==> config.mk <==
export PLATFORM = sky130hd
export DESIGN_NAME = iitf_ram
export DESIGN_NICKNAME = d
export VERILOG_FILES = /design/src/rtl/iitf_ram.sv
export SDC_FILE = /design/constraint.sdc
export NUM_CORES = 1
export LEC_CHECK = 0
export BUFFER_PORTS_ARGS = -buffer_cell sky130_fd_sc_hd__clkbuf_2
export CAP_MARGIN = 25
export CORE_UTILIZATION = 35
export DETAILED_ROUTE_END_ITERATION = 10
export MAX_ROUTING_LAYER = met4
export PLACE_DENSITY_LB_ADDON = 0.2
export SLEW_MARGIN = 10
export SYNTH_ARGS = -nofsm -noshare
export SYNTH_HDL_FRONTEND = slang
export SYNTH_SLANG_ARGS = --single-unit
==> constraint.sdc <==
create_clock -name aclk -period 2.55 [get_ports aclk]
set_input_delay 0.51 -clock aclk [delete_from_list [all_inputs] [get_ports aclk]]
set_output_delay 0.51 -clock aclk [all_outputs]
set_load 0.05 [all_outputs]
==> src/rtl/iitf_ram.sv <==
module iitf_ram #(
    parameter int WIDTH = 8,
    parameter int DEPTH = 16
) (
    input  logic                     aclk,
    input  logic                     we,
    input  logic [$clog2(DEPTH)-1:0] waddr,
    input  logic [WIDTH-1:0]         wdata,
    input  logic [$clog2(DEPTH)-1:0] raddr,
    output logic [WIDTH-1:0]         rdata
);

    logic [WIDTH-1:0] mem [DEPTH];
    logic [WIDTH-1:0] rdata_reg;

    always_ff @(posedge aclk) begin
        if (we) begin
            mem[waddr] <= wdata;
        end
        rdata_reg <= mem[raddr];
    end

    assign rdata = rdata_reg;

endmodule

### Word-level counts from Yosys, hierarchy flattened

Memories as Yosys holds them, arrays and structs flattened. A register that Yosys moved wholly into a read port is not among the register bits.
Cells that the tools add are included.
Widths: inputs -> output; s select.

* latch bits: 0
* output and inout bits: 8
* ROM bits: 0
* memories kept: 1
* bits in registers: 0
* memory bits (writable): 128
* input bits: 18

* reduce and logical (&&, ||, !) cells: 0
* bitwise gates (word level): 0
* add/sub/neg operators: 0
* shift-type cells: 0
* div/mod/pow operators: 0
* equality and inequality tests: 0
* $mul: 0
* magnitude comparators: 0
* multiplexer cells: 2

Memories
* mem: depth 16, bits a word 8, read ports 1, clocked after memory_dff 1, write ports 1, line 13 `logic [WIDTH-1:0] mem [DEPTH];`

Operator list (count)
* $mux 1: 2

### Longest topological paths before layout

* depth in word-level cells: 2
* mapped depth: 5
* gate-level depth less buffers: 3

### Least setup slack after synthesis

OpenSTA, ideal clock, no wires.

* kind: input -> register
* from: input waddr[2]
* to: memory mem[0][0], enable pin
* setup slack: 0.547 ns
* data arrival time: 1.620 ns
* stages on the path: 2
* library setup time: 0.383 ns
* path through: or3b_2 nor3_1

RTL lines
* start, declared: line 7 `input logic [$clog2(DEPTH)-1:0] waddr,`
* end, declared: line 13

Straight into the memory's write port.

==> reports/metrics.csv <==
stage,metric,value,unit
place,dpl-instance-area,5600,µm²
cts,postCtsHoldBufs,0,
logic_synthesis,synth-compound-area-share,2.33,%
routing,via_count,2421,
critical_path,crit_family,multiplexers,
timing,rsz0062_at_grt,no,
critical_path,slowest_delay,0.56,ns
timing,tns,0,ns
routing,dr.pass1.iters,5,
worst_hold_path,hold_end,mem[3][2]$_DFFE_PP_,
floorplan,io_pins,26,
cells_and_area,largest_reg_flops,128,
logic_synthesis,synth-xor-area-share,0,%
logic_synthesis,synthMuxAreaShare,15.0,%
logic_synthesis,avgSynthCellArea,22.5,µm²
floorplan,die_y,123,µm
floorplan,rows,43,
logic_synthesis,synthAdderAreaFrac,0,%
logic_synthesis,synth_top_family_by_area,multiplexers,
cts,clk_path_buf_depth,2,
logic_synthesis,synth-seq-cells,136,
power_and_ir_drop,p_int,4070,µW
power_and_ir_drop,p_clk_share,44.9,%
timing,finalMaxSlewViolations,0,
power_and_ir_drop,vdd_drop_max,0.000442,V
power_and_ir_drop,swShare,20.0,%
cts,cts_max_level,4,
power_and_ir_drop,p_switching,1020,µW
global_routing,grt_pass1_wl,15700,µm
cts,clk_latency,0.41,ns
timing,tightestPinTransition,0.697,ns
timing,min_period,1.69,ns
cts,clk_pin_slew_worst_paths,0.05,ns
cells_and_area,layout_commonest_cell,edfxtp_1,
logic_synthesis,synth_cell_types,19,
cts,cts_resized,0,
worst_hold_path,hp-class,input pin to register,
critical_path,r2r_slack,1.21,ns
timing,clock_skew,0.00479,ns
routing,drt-wirelength-per-cell,21.8,µm
floorplan,core-area,14100,µm²
critical_path,endpoint_kind,register,
routing,ant_nets,0,
timing,hold_viol_final,0,
routing,vias_per_cell,5.08,
cts,cts.sinks,136,
critical_path,crit_buf_inv,2,
cells_and_area,area_growth,19.7,%
logic_synthesis,syn_nets,247,
cts,clockRootBuffer,clkbuf_16,
routing,wl,10400,µm
cells_and_area,drive_gt1_share,29.7,%
cts,cts_setup_buffers,0,
logic_synthesis,synth_area,5150,µm²
logic_synthesis,syn_inst,229,
floorplan,initial_core_util,36.5,%
cts,numCtsBuffers,17,
logic_synthesis,synth_warnings,0,
routing,drt_iter0_drc,220,
status,status,"finished, final reports clean",
logic_synthesis,synthArstFlopShare,0,%
cts,cts_tree,built,
timing,relSlewSlack,53.3,%
global_routing,antenna_found_initial,1,
floorplan,fp.dieW,123,µm
timing,fmax,592,MHz
routing,drc,0,
power_and_ir_drop,p_leak,0.00209,µW
power_and_ir_drop,combPwrFrac,5.6,%
critical_path,cp_cell_sequence,clkbuf_2 > buf_12 > mux4_1 > a22oi_1 > nand2_1,
logic_synthesis,synth-edff-count,128,
critical_path,reg2reg_from,mem[9][3]$_DFFE_PP_,
critical_path,critical_path_class,input pin to register,
global_routing,overflow,0,
run,drv_cap,0,
critical_path,cp_slowest_cell,mux4_1,
cells_and_area,final_cell_mix,"edfxtp_1, clkbuf_2, mux4_2, clkbuf_16, buf_4",
floorplan,dieArea,15200,µm²
timing,setup_viol,0,
place,port_buffers,25,
logic_synthesis,yosys.area_share.simple,3.18,%
cells_and_area,nFillCells,1244,
critical_path,worst_r2r_path_depth,3,
cells_and_area,final_area,6160,µm²
place,gp_congestion,0.688,
critical_path,path_max_fanout,13,
worst_hold_path,hold_depth,1,
critical_path,reg2reg_to,rdata[3]$_DFF_P_,
power_and_ir_drop,p_per_area,826,nW/µm²
global_routing,grt_max_degree,19,
global_routing,grt_pass1_vias,2538,
critical_path,start_kind,input pin,
place,dp_hpwl,6750,µm
logic_synthesis,seq_area_frac_synth,77.8,%
critical_path,crit_arrival,1.97,ns
power_and_ir_drop,seqPwrFrac,49.5,%
cells_and_area,layout.nets,301,
worst_hold_path,hold_start,wdata[2],
timing,finalCritPeriodShare,66.3,%
critical_path,critPathRequiredTime,2.83,ns
global_routing,track_usage,16.0,%
logic_synthesis,synthFlopType,edfxtp_1,
==> worst max-delay path by stage <==
stage          startpoint                  end  slack [ns]  cells past startpoint
4_1_cts          raddr[0]     rdata[3]$_DFF_P_        0.82                      5
6_report         raddr[0]     rdata[3]$_DFF_P_        0.86                      5
2_1_floorplan    waddr[2]  mem[0][0]$_DFFE_PP_        0.55                      2
3_5_place_dp     raddr[0]     rdata[3]$_DFF_P_        0.38                      5
3_3_place_gp     raddr[0]     rdata[6]$_DFF_P_        0.43                      5
5_1_grt          raddr[0]     rdata[3]$_DFF_P_        0.77                      5
==> layer usage <==
metal	global-route usage (%)	share of wire, %	up-vias
li1	-	-	1084
met1	21.2	46	1267
met2	23.4	48	60
met3	5.03	5.1	10
met4	5.42	0.98	0
met5	-	0	-
==> kinds of logic after synthesis <==
| group | count (synthesis) |
|---|---|
| multiplexers | 32 |
| buffers and inverters | 10 |
| AND/OR/NAND/NOR | 35 |
| flip-flops | 136 |
| AO/OA/AOI/OAI | 16 |
==> per-stage QoR <==
step | hold slack, ns | power [µW] | setup slack, ns | utilization [%] | instances
after floorplan | 0.609 | 2740 | 0.547 | - | 229
after global placement | 0.652 | 2850 | 0.432 | 39.7 | 444
after detailed placement | 0.674 | 2860 | 0.381 | 39.7 | 444
after CTS | 0.525 | 5140 | 0.822 | 43.7 | 476
after global routing | 0.546 | 5260 | 0.768 | 43.7 | 477
final | 0.534 | 5090 | 0.861 | 43.7 | 477
==> synth_stat cells (2+ instances only) <==
cell | number | share of area, %
a22oi_1 | 16 | 2.3
buf_2 | 3 | 0.29
buf_6 | 3 | 0.66
clkdlybuf4s25_2 | 3 | 0.58
dfxtp_1 | 8 | 3.1
edfxtp_1 | 128 | 75
mux4_1 | 14 | 7.1
mux4_2 | 18 | 7.9
nand2_1 | 9 | 0.66
nand2b_1 | 2 | 0.24
nand3b_1 | 2 | 0.29
nor2_1 | 13 | 0.95
nor3_1 | 4 | 0.39
==> final cells by class <==
class | instances | area [µm²] | area share (%)
multi-input cells | 83 | 1060 | 17.2
clock inverters | 3 | 38.8 | 0.630
well taps | 180 | 225 | 3.66
repair buffers | 45 | 313 | 5.08
diodes | 1 | 2.50 | 0.0406
clock buffers | 29 | 520 | 8.45
flip-flops and latches | 136 | 4000 | 65.0
==> power groups by stage <==
stage	logic, µW	clock network (µW)	registers (µW)
after floorplan	127	0	2610
after global placement	288	0	2560
after detailed placement	292	0	2560
after CTS	292	2330	2520
after global routing	308	2430	2520
final	285	2290	2520
(Power assumes the default switching activity.)
