**src/rtl/iitf_serdiv.sv**
```systemverilog
module iitf_serdiv #(
    parameter int NUM_W = 17,
    parameter int DEN_W = 12
) (
    input  logic             aclk,
    input  logic             aresetn,
    input  logic             start,
    input  logic [NUM_W-1:0] num,
    input  logic [DEN_W-1:0] den,
    output logic             busy,
    output logic [NUM_W-1:0] quot
);

    localparam int CNT_W = $clog2(NUM_W + 1);

    logic             busy_reg, busy_next;
    logic [CNT_W-1:0] cnt_reg, cnt_next;
    logic [NUM_W-1:0] q_reg, q_next;
    logic [DEN_W-1:0] r_reg, r_next;
    logic [DEN_W-1:0] d_reg, d_next;
    logic [DEN_W:0]   trial;
    logic [DEN_W:0]   diff;
    logic             ge;

    always_comb begin
        trial     = {r_reg, q_reg[NUM_W-1]};
        ge        = trial >= {1'b0, d_reg};
        diff      = trial - {1'b0, d_reg};
        busy_next = busy_reg;
        cnt_next  = cnt_reg;
        q_next    = q_reg;
        r_next    = r_reg;
        d_next    = d_reg;
        if (start) begin
            busy_next = 1'b1;
            cnt_next  = CNT_W'(NUM_W);
            q_next    = num;
            r_next    = '0;
            d_next    = den;
        end else if (busy_reg) begin
            q_next   = {q_reg[NUM_W-2:0], ge};
            r_next   = ge ? diff[DEN_W-1:0] : trial[DEN_W-1:0];
            cnt_next = cnt_reg - CNT_W'(1);
            if (cnt_reg == CNT_W'(1)) begin
                busy_next = 1'b0;
            end
        end
    end

    always_ff @(posedge aclk) begin
        if (!aresetn) begin
            busy_reg <= 1'b0;
            cnt_reg  <= '0;
        end else begin
            busy_reg <= busy_next;
            cnt_reg  <= cnt_next;
        end
    end

    always_ff @(posedge aclk) begin
        q_reg <= q_next;
        r_reg <= r_next;
        d_reg <= d_next;
    end

    assign busy = busy_reg;
    assign quot = q_reg;

endmodule

```
**config.mk**
```make
export PLATFORM = sky130hd
export DESIGN_NAME = iitf_serdiv
export DESIGN_NICKNAME = d
export VERILOG_FILES = /design/src/rtl/iitf_serdiv.sv
export SDC_FILE = /design/constraint.sdc
export NUM_CORES = 1
export LEC_CHECK = 0
export CAP_MARGIN = 25
export CORE_MARGIN = 10
export CORE_UTILIZATION = 39
export DETAILED_ROUTE_END_ITERATION = 10
export DONT_BUFFER_PORTS = 1
export MAX_ROUTING_LAYER = met4
export PLACE_DENSITY = 0.59
export REMOVE_ABC_BUFFERS = 1
export SLEW_MARGIN = 20
export SYNTH_ARGS = -nofsm -noshare
export SYNTH_HDL_FRONTEND = slang
export SYNTH_SLANG_ARGS = --single-unit
export TNS_END_PERCENT = 20
```
**constraint.sdc**
```tcl
create_clock -name aclk -period 2.7 [get_ports aclk]
set_clock_uncertainty 0.15 [all_clocks]
set_input_delay 0.405 -clock aclk [delete_from_list [all_inputs] [get_ports aclk]]
set_output_delay 0.405 -clock aclk [all_outputs]
set_load 0.01 [all_outputs]
```
Word level (Yosys, flattened, before mapping)

Index checks and enable logic that the tools add are counted.

Logic and storage cells: 21
Flip-flop bits (word level): 47
Input port bits: 32
Output and inout bits: 18

Reductions and logical operators: 2
Bitwise operators: 1
Multiplexer cells: 8
$add $sub $neg: 2
Equality and inequality tests: 1
$lt $le $gt $ge: 1

Operator list:

| kind                                                 | count |
|---|---|
| two-way mux 17 bit                                   | 2 |
| >= comparator 13 x 12 -> 1 bit                       | 1 |
| two-way mux 12 bit                                   | 1 |
| subtractor 12 bit                                    | 1 |
| two-way mux 5 bit                                    | 2 |
| equality test 5 x 1 -> 1 bit (second input constant) | 1 |
| subtractor 5 x 1 -> 5 bit (second input constant)    | 1 |
| two-way mux 1 bit                                    | 3 |
| nonzero test 2 bit                                   | 1 |
| OR reduction 2 bit                                   | 1 |
| inverter 1 bit                                       | 1 |

Longest topological paths before layout

Gate-level depths: netlist of the first run.

Depth after elaboration: 4
Depth in mapped cells: 10
Depth with buffers taken out: 9

Worst setup path after synthesis of the first run

Ideal clock, no wire load.

Path type: register -> register
Start: register d_reg[1]
End: register q_reg[0], in the netlist quot[0], data pin
Arrival: 1.929 ns
Setup slack: 0.362 ns
Cell stages (with the launch flop): 10
Buffers on the path: 2
Required time: 2.290 ns
Cell sequence: edfxtp_1 -> inv_1 -> ha_1 -> nor2b_1 -> o31ai_2 -> a31oi_1 -> a211o_1 -> buf_6 -> buf_12 -> mux2_2

Longest elaborated chain between the ends: 3

Ends and longest elaborated chain:

| item                           | RTL line | text |
|---|---|---|
| from (decl)                    | 20       | `logic [DEN_W-1:0] d_reg, d_next;` |
| from (signal assigned)         | 63       | `d_reg <= d_next;` |
| >= comparator 13 x 12 -> 1 bit | 27       | `ge = trial >= {1'b0, d_reg};` |
| two-way mux 17 bit             | 40       | `end else if (busy_reg) begin` |
| two-way mux 17 bit             | 34       | `if (start) begin` |
| via q_next[0]                  | 18       | `logic [NUM_W-1:0] q_reg, q_next;` |
| to (signal assigned)           | 61       | `q_reg <= q_next;` |
| to (decl)                      | 18       |  |

The timed path passes the listed nets, and every way through them passes these cells. The select of a mux whose other input is x is not followed.
A chain may end at the register's enable or synchronous reset.

Worst setup path after layout of the first run

Start: register d_reg[1]
End: register r_reg[11]

Longest elaborated chain between the ends: 2
Elaborated cells between the ends (all ways): 3
Those cells by class: add/sub: 1; order compare: 1; mux: 1

Ends and longest elaborated chain:

| item                                                                       | RTL line | text |
|---|---|---|
| subtractor 12 bit / >= comparator 13 x 12 -> 1 bit (equally long branches) | 28, 27   |  |
| two-way mux 12 bit *                                                       | 42       | `r_next = ge ? diff[DEN_W-1:0] : trial[DEN_W-1:0];` |
| to (signal assigned)                                                       | 62       | `r_reg <= r_next;` |
| to (decl)                                                                  | 19       | `logic [DEN_W-1:0] r_reg, r_next;` |

Every way passes the cells marked *; elsewhere a longest branch is shown, timed or not.

==> results.sh, run 1 <==
export IMPL_grt_pass1_wl_mm=8.480
export IMPL_path_cells="inv_1 -> ha_1 -> nor2b_1 -> o31ai_2 -> a31oi_1 -> a211o_1 -> buf_4 -> nor4bb_1 -> o31ai_1"
export IMPL_area_delta_synth_final_pct=6.524
export IMPL_dp_hpwl_mm=3.654
export IMPL_netlist_area_sq_mm=0.002512
export IMPL_start_kind="flip-flop"
export IMPL_rsz0062_at_grt="false"
export IMPL_period_minus_slack_ns=2.411
export IMPL_status="completed"
export IMPL_async_flop_share=0
export IMPL_start_util=0.3979
export IMPL_htreeDepth=2
export IMPL_root_buffer="clkbuf_8"
export IMPL_maxSlewViolCount=0
export IMPL_diodes=0
export IMPL_critical_path_required_ns=2.76
export IMPL_ir_drop_v=0.0003043
export IMPL_finish_net_count=269
export IMPL_crit_type="flip-flop to flip-flop"
export IMPL_drt_initial_drc_count=52
export IMPL_synth_top_cell_by_area="edfxtp_1"
export IMPL_crit_buf_inv=2
export IMPL_grt_max_degree=39
export IMPL_ys_seq_area_frac=0.4900
export IMPL_synth_edf_count=29
export IMPL_overflow=0
export IMPL_grt_pass1_vias=1697
export IMPL_fin_tns_setup_ns=0
export IMPL_core_sq_mm=0.006314
export IMPL_power_density_mw_per_mm2=564.5
export IMPL_hp_class="input port to flip-flop"
export IMPL_gp_congestion=0.8154
export IMPL_antenna_found_initial=0
export IMPL_tightest_slew_ns=0.5298
export IMPL_utilization=0.4239
export IMPL_min_period_over_period=0.8929
export IMPL_post_cts_buffers=0
export IMPL_path_clk_slew_ns=0.10
export IMPL_cts_buffers=5
export IMPL_slowest_delay_ns=0.43
export IMPL_cap_violations=0
export IMPL_via_count=1582
export IMPL_yosys_top_cells_area="edfxtp_1, dfxtp_1, mux2_2"
export IMPL_p_leak_nw=1.046
export IMPL_num_io_pins=50
export IMPL_syn_mean_instance_area_sq_um=11.47
export IMPL_setup_viol=0
export IMPL_max_freq_mhz=414.8
export IMPL_core_rowCount=29
export IMPL_max_slew_margin=0.6461
export IMPL_ant_nets=0
export IMPL_post_cts_resized=0
export IMPL_largest_reg_flops=17
export IMPL_dieWidth_microns=100.3
export IMPL_synth_top_area_share=0.3466
export IMPL_hold_viol=0
export IMPL_synth_main_ff_cell="edfxtp_1"
export IMPL_slowest_stage="edfxtp_1"
export IMPL_holdBufCountCts=0
export IMPL_worstPathArrival_ns=2.47
export IMPL_cpLargestDelayFamily="compound AO/OA/AOI/OAI gates"
export IMPL_synth_distinct_cells=49
export IMPL_first_pass_iters=4
export IMPL_crit_fanout=15
export IMPL_dieArea_sq_mm=0.01005
export IMPL_clk_latency_ns=0.31
export IMPL_ys_warn_count=0
export IMPL_drive_above_1_share=0.1794
export IMPL_netlist_instances=219
export IMPL_grt_usage=0.1085
export IMPL_fp_dieH_microns=100.3
export IMPL_drc_errors=0
export IMPL_viasPerCell=5.273
export IMPL_ys_ff_latch=47
export IMPL_critPathCaptureType="flip-flop"
export IMPL_cts_tree="built"
export IMPL_port_buffers=0
export IMPL_clock_sinks=47
export IMPL_clock_path_buffers=2
export IMPL_routed_wl_mm=5.007
export IMPL_routedWlPerCell_microns=16.69
cells in the final DEF, fill, tap and decap left out, types with 5 or more instances in the layout:
cell type / instances
o21ai_0: 6
a21oi_1: 7
xnor2_1: 7
o21a_1: 5
ha_1: 14
nor2b_1: 6
mux2i_1: 7
inv_1: 16
edfxtp_1: 29
nand2_1: 17
mux2_2: 18
dfxtp_1: 18
clkbuf_8: 5
nor2_1: 11
worst paths after layout:
kind                                  end  slack (ns)     start  depth (start not counted)
worst max-delay path            r_reg[11]        0.29  d_reg[1]                          9
worst min-delay path             d_reg[4]        0.04    den[4]                          0
worst max register to register  r_reg[11]        0.29  d_reg[1]                          9
worst min register to register   r_reg[4]        0.32  r_reg[4]                          2
cells in the mapped netlist (2+ instances only):
cell / instances
edfxtp_1: 29
dfxtp_1: 18
mux2_2: 18
nand2_1: 17
inv_1: 16
ha_1: 14
nor2_1: 11
a21oi_1: 7
mux2i_1: 7
xnor2_1: 7
clkbuf_1: 6
nor2b_1: 6
o21ai_0: 6
o21a_1: 5
nor3_1: 4
o21ai_1: 4
xor2_1: 4
nand3_1: 3
a211o_1: 2
a211oi_1: 2
and3_1: 2
nand2b_1: 2
o21ai_2: 2
o31ai_1: 2
area by class of cell:
| class | instances | area [sq um] |
|---|---|---|
| multi-input cells | 148 | 1167 |
| clock inverters | 3 | 22.52 |
| inverters | 16 | 60.06 |
| flip-flops and latches | 47 | 1231 |
| fillers | 645 | 3637 |
| repair buffers | 4 | 30.03 |
| clock buffers | 5 | 68.82 |
| well taps | 77 | 96.34 |
cells by family (layout without fill, tap and decap cells):
| family | count (synthesis) | count (layout) | synth area share |
|---|---|---|---|
| adders and majority gates | 15 | 15 | 0.07769 |
| muxes | 26 | 26 | 0.1145 |
| AOI/OAI and AO/OA | 44 | 44 | 0.1305 |
| xor gates and xnor gates | 11 | 11 | 0.03835 |
| DFF | 47 | 47 | 0.4900 |
| buffers and inverters | 24 | 28 | 0.04532 |
| and+or+nand+nor | 52 | 52 | 0.1036 |
per-layer routing:
layer,share of wire,global-route usage
met1,0.48,0.1361
met2,0.43,0.1538
met3,0.077,0.04739
met4,0.0096,0.03261
met5,0,-
through the flow:
step	cells	area, sq um	power, mW	hold slack (ns)	setup slack (ns)
final	300	2676	1.511	0.03510	0.2891
after floorplan	211	2459	1.044	0.2765	0.3429
after global routing	300	2676	1.593	0.01568	0.05441
after global placement	292	2585	1.094	0.3073	0.3736
after CTS	300	2676	1.528	0.02401	0.2878
after detailed placement	292	2585	1.095	0.3005	0.3122
report_power, final:
part / total (mW) / internal (mW) / switching [mW]
clock: 0.435 / 0.186 / 0.249
combinational: 0.207 / 0.103 / 0.104
sequential: 0.870 / 0.825 / 0.0448
total: 1.51 / 1.11 / 0.397
(Power assumes the default switching activity.)
==> inputs of run 2 (changes only) <==
- SETUP_SLACK_MARGIN: unset -> 0.3
==> results.sh, run 2 (same netlist as run 1, synthesis figures left out) <==
export IMPL_dp_cells=292
export IMPL_htreeDepth=2
export IMPL_hold_end="d_reg[4]"
export IMPL_routedWlPerCell_microns=17.36
export IMPL_finish_net_count=278
export IMPL_p_seq_frac=0.565
export IMPL_p_clk_frac=0.280
export IMPL_grt_max_degree=39
export IMPL_grt_pass1_wl_mm=8.507
export IMPL_min_period_over_period=0.8590
export IMPL_rrSetupSlack_ns=0.38
export IMPL_setup_viol=0
export IMPL_cts_buffers=5
export IMPL_max_slew_margin=0.6390
export IMPL_final_common_cell="edfxtp_1"
export IMPL_final_area_sq_mm=0.002831
export IMPL_start_kind="flip-flop"
export IMPL_gp_congestion=0.8154
export IMPL_tightest_slew_ns=0.5403
export IMPL_power_frac_comb=0.155
export IMPL_final_cell_mix="edfxtp_1, mux2_2, dfxtp_1"
export IMPL_power_density_mw_per_mm2=544.3
export IMPL_core_sq_mm=0.006314
export IMPL_hold_viol=0
export IMPL_viasPerCell=5.317
export IMPL_clk_latency_ns=0.30
export IMPL_status="completed"
export IMPL_first_pass_iters=4
export IMPL_num_io_pins=50
export IMPL_maxSlewViolCount=0
export IMPL_cts_tree="built"
export IMPL_port_buffers=0
export IMPL_rsz0062_at_grt="true"
export IMPL_slowest_stage="edfxtp_1"
export IMPL_dp_hpwl_mm=3.654
export IMPL_min_delay_start="den[4]"
export IMPL_dieWidth_microns=100.3
export IMPL_clock_path_buffers=2
export IMPL_clock_sinks=47
export IMPL_critPathCaptureType="flip-flop"
export IMPL_start_util=0.3979
export IMPL_drc_errors=0
export IMPL_grt_pass1_vias=1703
export IMPL_worstPathArrival_ns=2.36
export IMPL_antenna_found_initial=0
export IMPL_crit_type="flip-flop to flip-flop"
export IMPL_overflow=0
export IMPL_p_int_mw=1.134
export IMPL_ant_nets=0
export IMPL_core_rowCount=29
export IMPL_swShare=0.2642
export IMPL_max_freq_mhz=431.2
export IMPL_fin_tns_setup_ns=0
export IMPL_crit_start="d_reg[1]"
export IMPL_hp_class="input port to flip-flop"
export IMPL_cpLargestDelayFamily="compound AO/OA/AOI/OAI gates"
export IMPL_dieArea_sq_mm=0.01005
export IMPL_rr_endpoint="r_reg[1]"
export IMPL_critical_path_required_ns=2.74
export IMPL_largest_reg_flops=17
export IMPL_diodes=0
export IMPL_instances_no_fill=309
export IMPL_path_clk_slew_ns=0.10
export IMPL_crit_fanout=8
export IMPL_cap_violations=0
export IMPL_p_leak_nw=1.104
export IMPL_place_area_sq_mm=0.002585
export IMPL_path_cells="inv_2 -> ha_4 -> nor2b_4 -> o31ai_2 -> a31oi_1 -> a211o_1 -> buf_12 -> buf_6 -> mux2i_1 -> a22o_1"
export IMPL_fp_dieH_microns=100.3
export IMPL_root_buffer="clkbuf_8"
export IMPL_crit_buf_inv=3
export IMPL_ir_drop_v=0.0003029
export IMPL_regToRegStartpoint="d_reg[1]"
export IMPL_whs_path_depth=0
export IMPL_grt_usage=0.1088
export IMPL_switchingPower_uw=407.2
export IMPL_period_minus_slack_ns=2.319
export IMPL_slowest_delay_ns=0.41
export IMPL_drt_initial_drc_count=59
export IMPL_drive_above_1_share=0.2672
export IMPL_via_count=1643
export IMPL_r2r_cells=10
export IMPL_routed_wl_mm=5.364
export IMPL_area_delta_synth_final_pct=12.70
run 2: cell types whose count changed in the layout (fill, tap and decap cells not counted), sizes merged:
cell  before  now
buf        4   13
run 2: layer usage:
metal,vias to the layer above,track usage,routed length [microns]
met5,-,-,0
met4,0,0.03261,44
met3,5,0.04739,392
met2,43,0.1543,2453
met1,780,0.1365,2473
li1,815,-,-
run 2: how the worst max path moves through the flow:
stage                     depth (start not counted)  slack (ns)       end
after floorplan                                   7        0.34   quot[0]
after global placement                            9        0.37  r_reg[8]
after detailed placement                          9        0.31  r_reg[1]
after CTS                                         9        0.32  r_reg[9]
after global routing                             10        0.25  r_reg[1]
final                                            10        0.38  r_reg[1]
run 2: metrics by stage:
| step | total power, mW | utilization | hold WS [ns] | worst slack, ns |
|---|---|---|---|---|
| finish | 1.541 | 0.4485 | 0.03770 | 0.3807 |
| global route | 1.628 | 0.4485 | 0.01568 | 0.2450 |
| CTS | 1.529 | 0.4251 | 0.02401 | 0.3221 |
| detailed placement | 1.095 | 0.4094 | 0.3005 | 0.3122 |
| global placement | 1.094 | 0.4094 | 0.3073 | 0.3736 |
| floorplan | 1.044 | - | 0.2765 | 0.3429 |
run 2: final cells by class:
cell class / count / area [sq um]
Fill cell: 623 / 3482
Multi-Input combinational cell: 148 / 1239
Sequential cell: 47 / 1231
Timing Repair Buffer: 13 / 113.9
Tap cell: 77 / 96.34
Clock buffer: 5 / 68.82
Inverter: 16 / 60.06
Clock inverter: 3 / 22.52
run 2: timing repair:
action | 4_1_cts | 5_1_grt
endpoints found under the setup margin | 4 | 11
hold buffers | 0 | 0
gates resized for setup | 0 | 22
buffers inserted | 1 | 8
pin swaps | 0 | 5
run 2: worst reg2reg max path, delay by kind of cell (launching register included):
kind	cells	cell delay (ns)
buffers and inverters	3	0.37
multiplexers	1	0.11
adder cells (fa/ha/maj)	1	0.19
AO/OA/AOI/OAI	4	0.86
AND/OR/NAND/NOR	1	0.12
flip-flops	1	0.41
run 2: power by group through the flow:
stage,registers [mW],clock network [mW],logic (mW)
floorplan,0.878,0,0.166
global placement,0.887,0,0.206
detailed placement,0.887,0,0.208
CTS,0.872,0.448,0.210
global route,0.881,0.479,0.267
finish,0.871,0.431,0.239
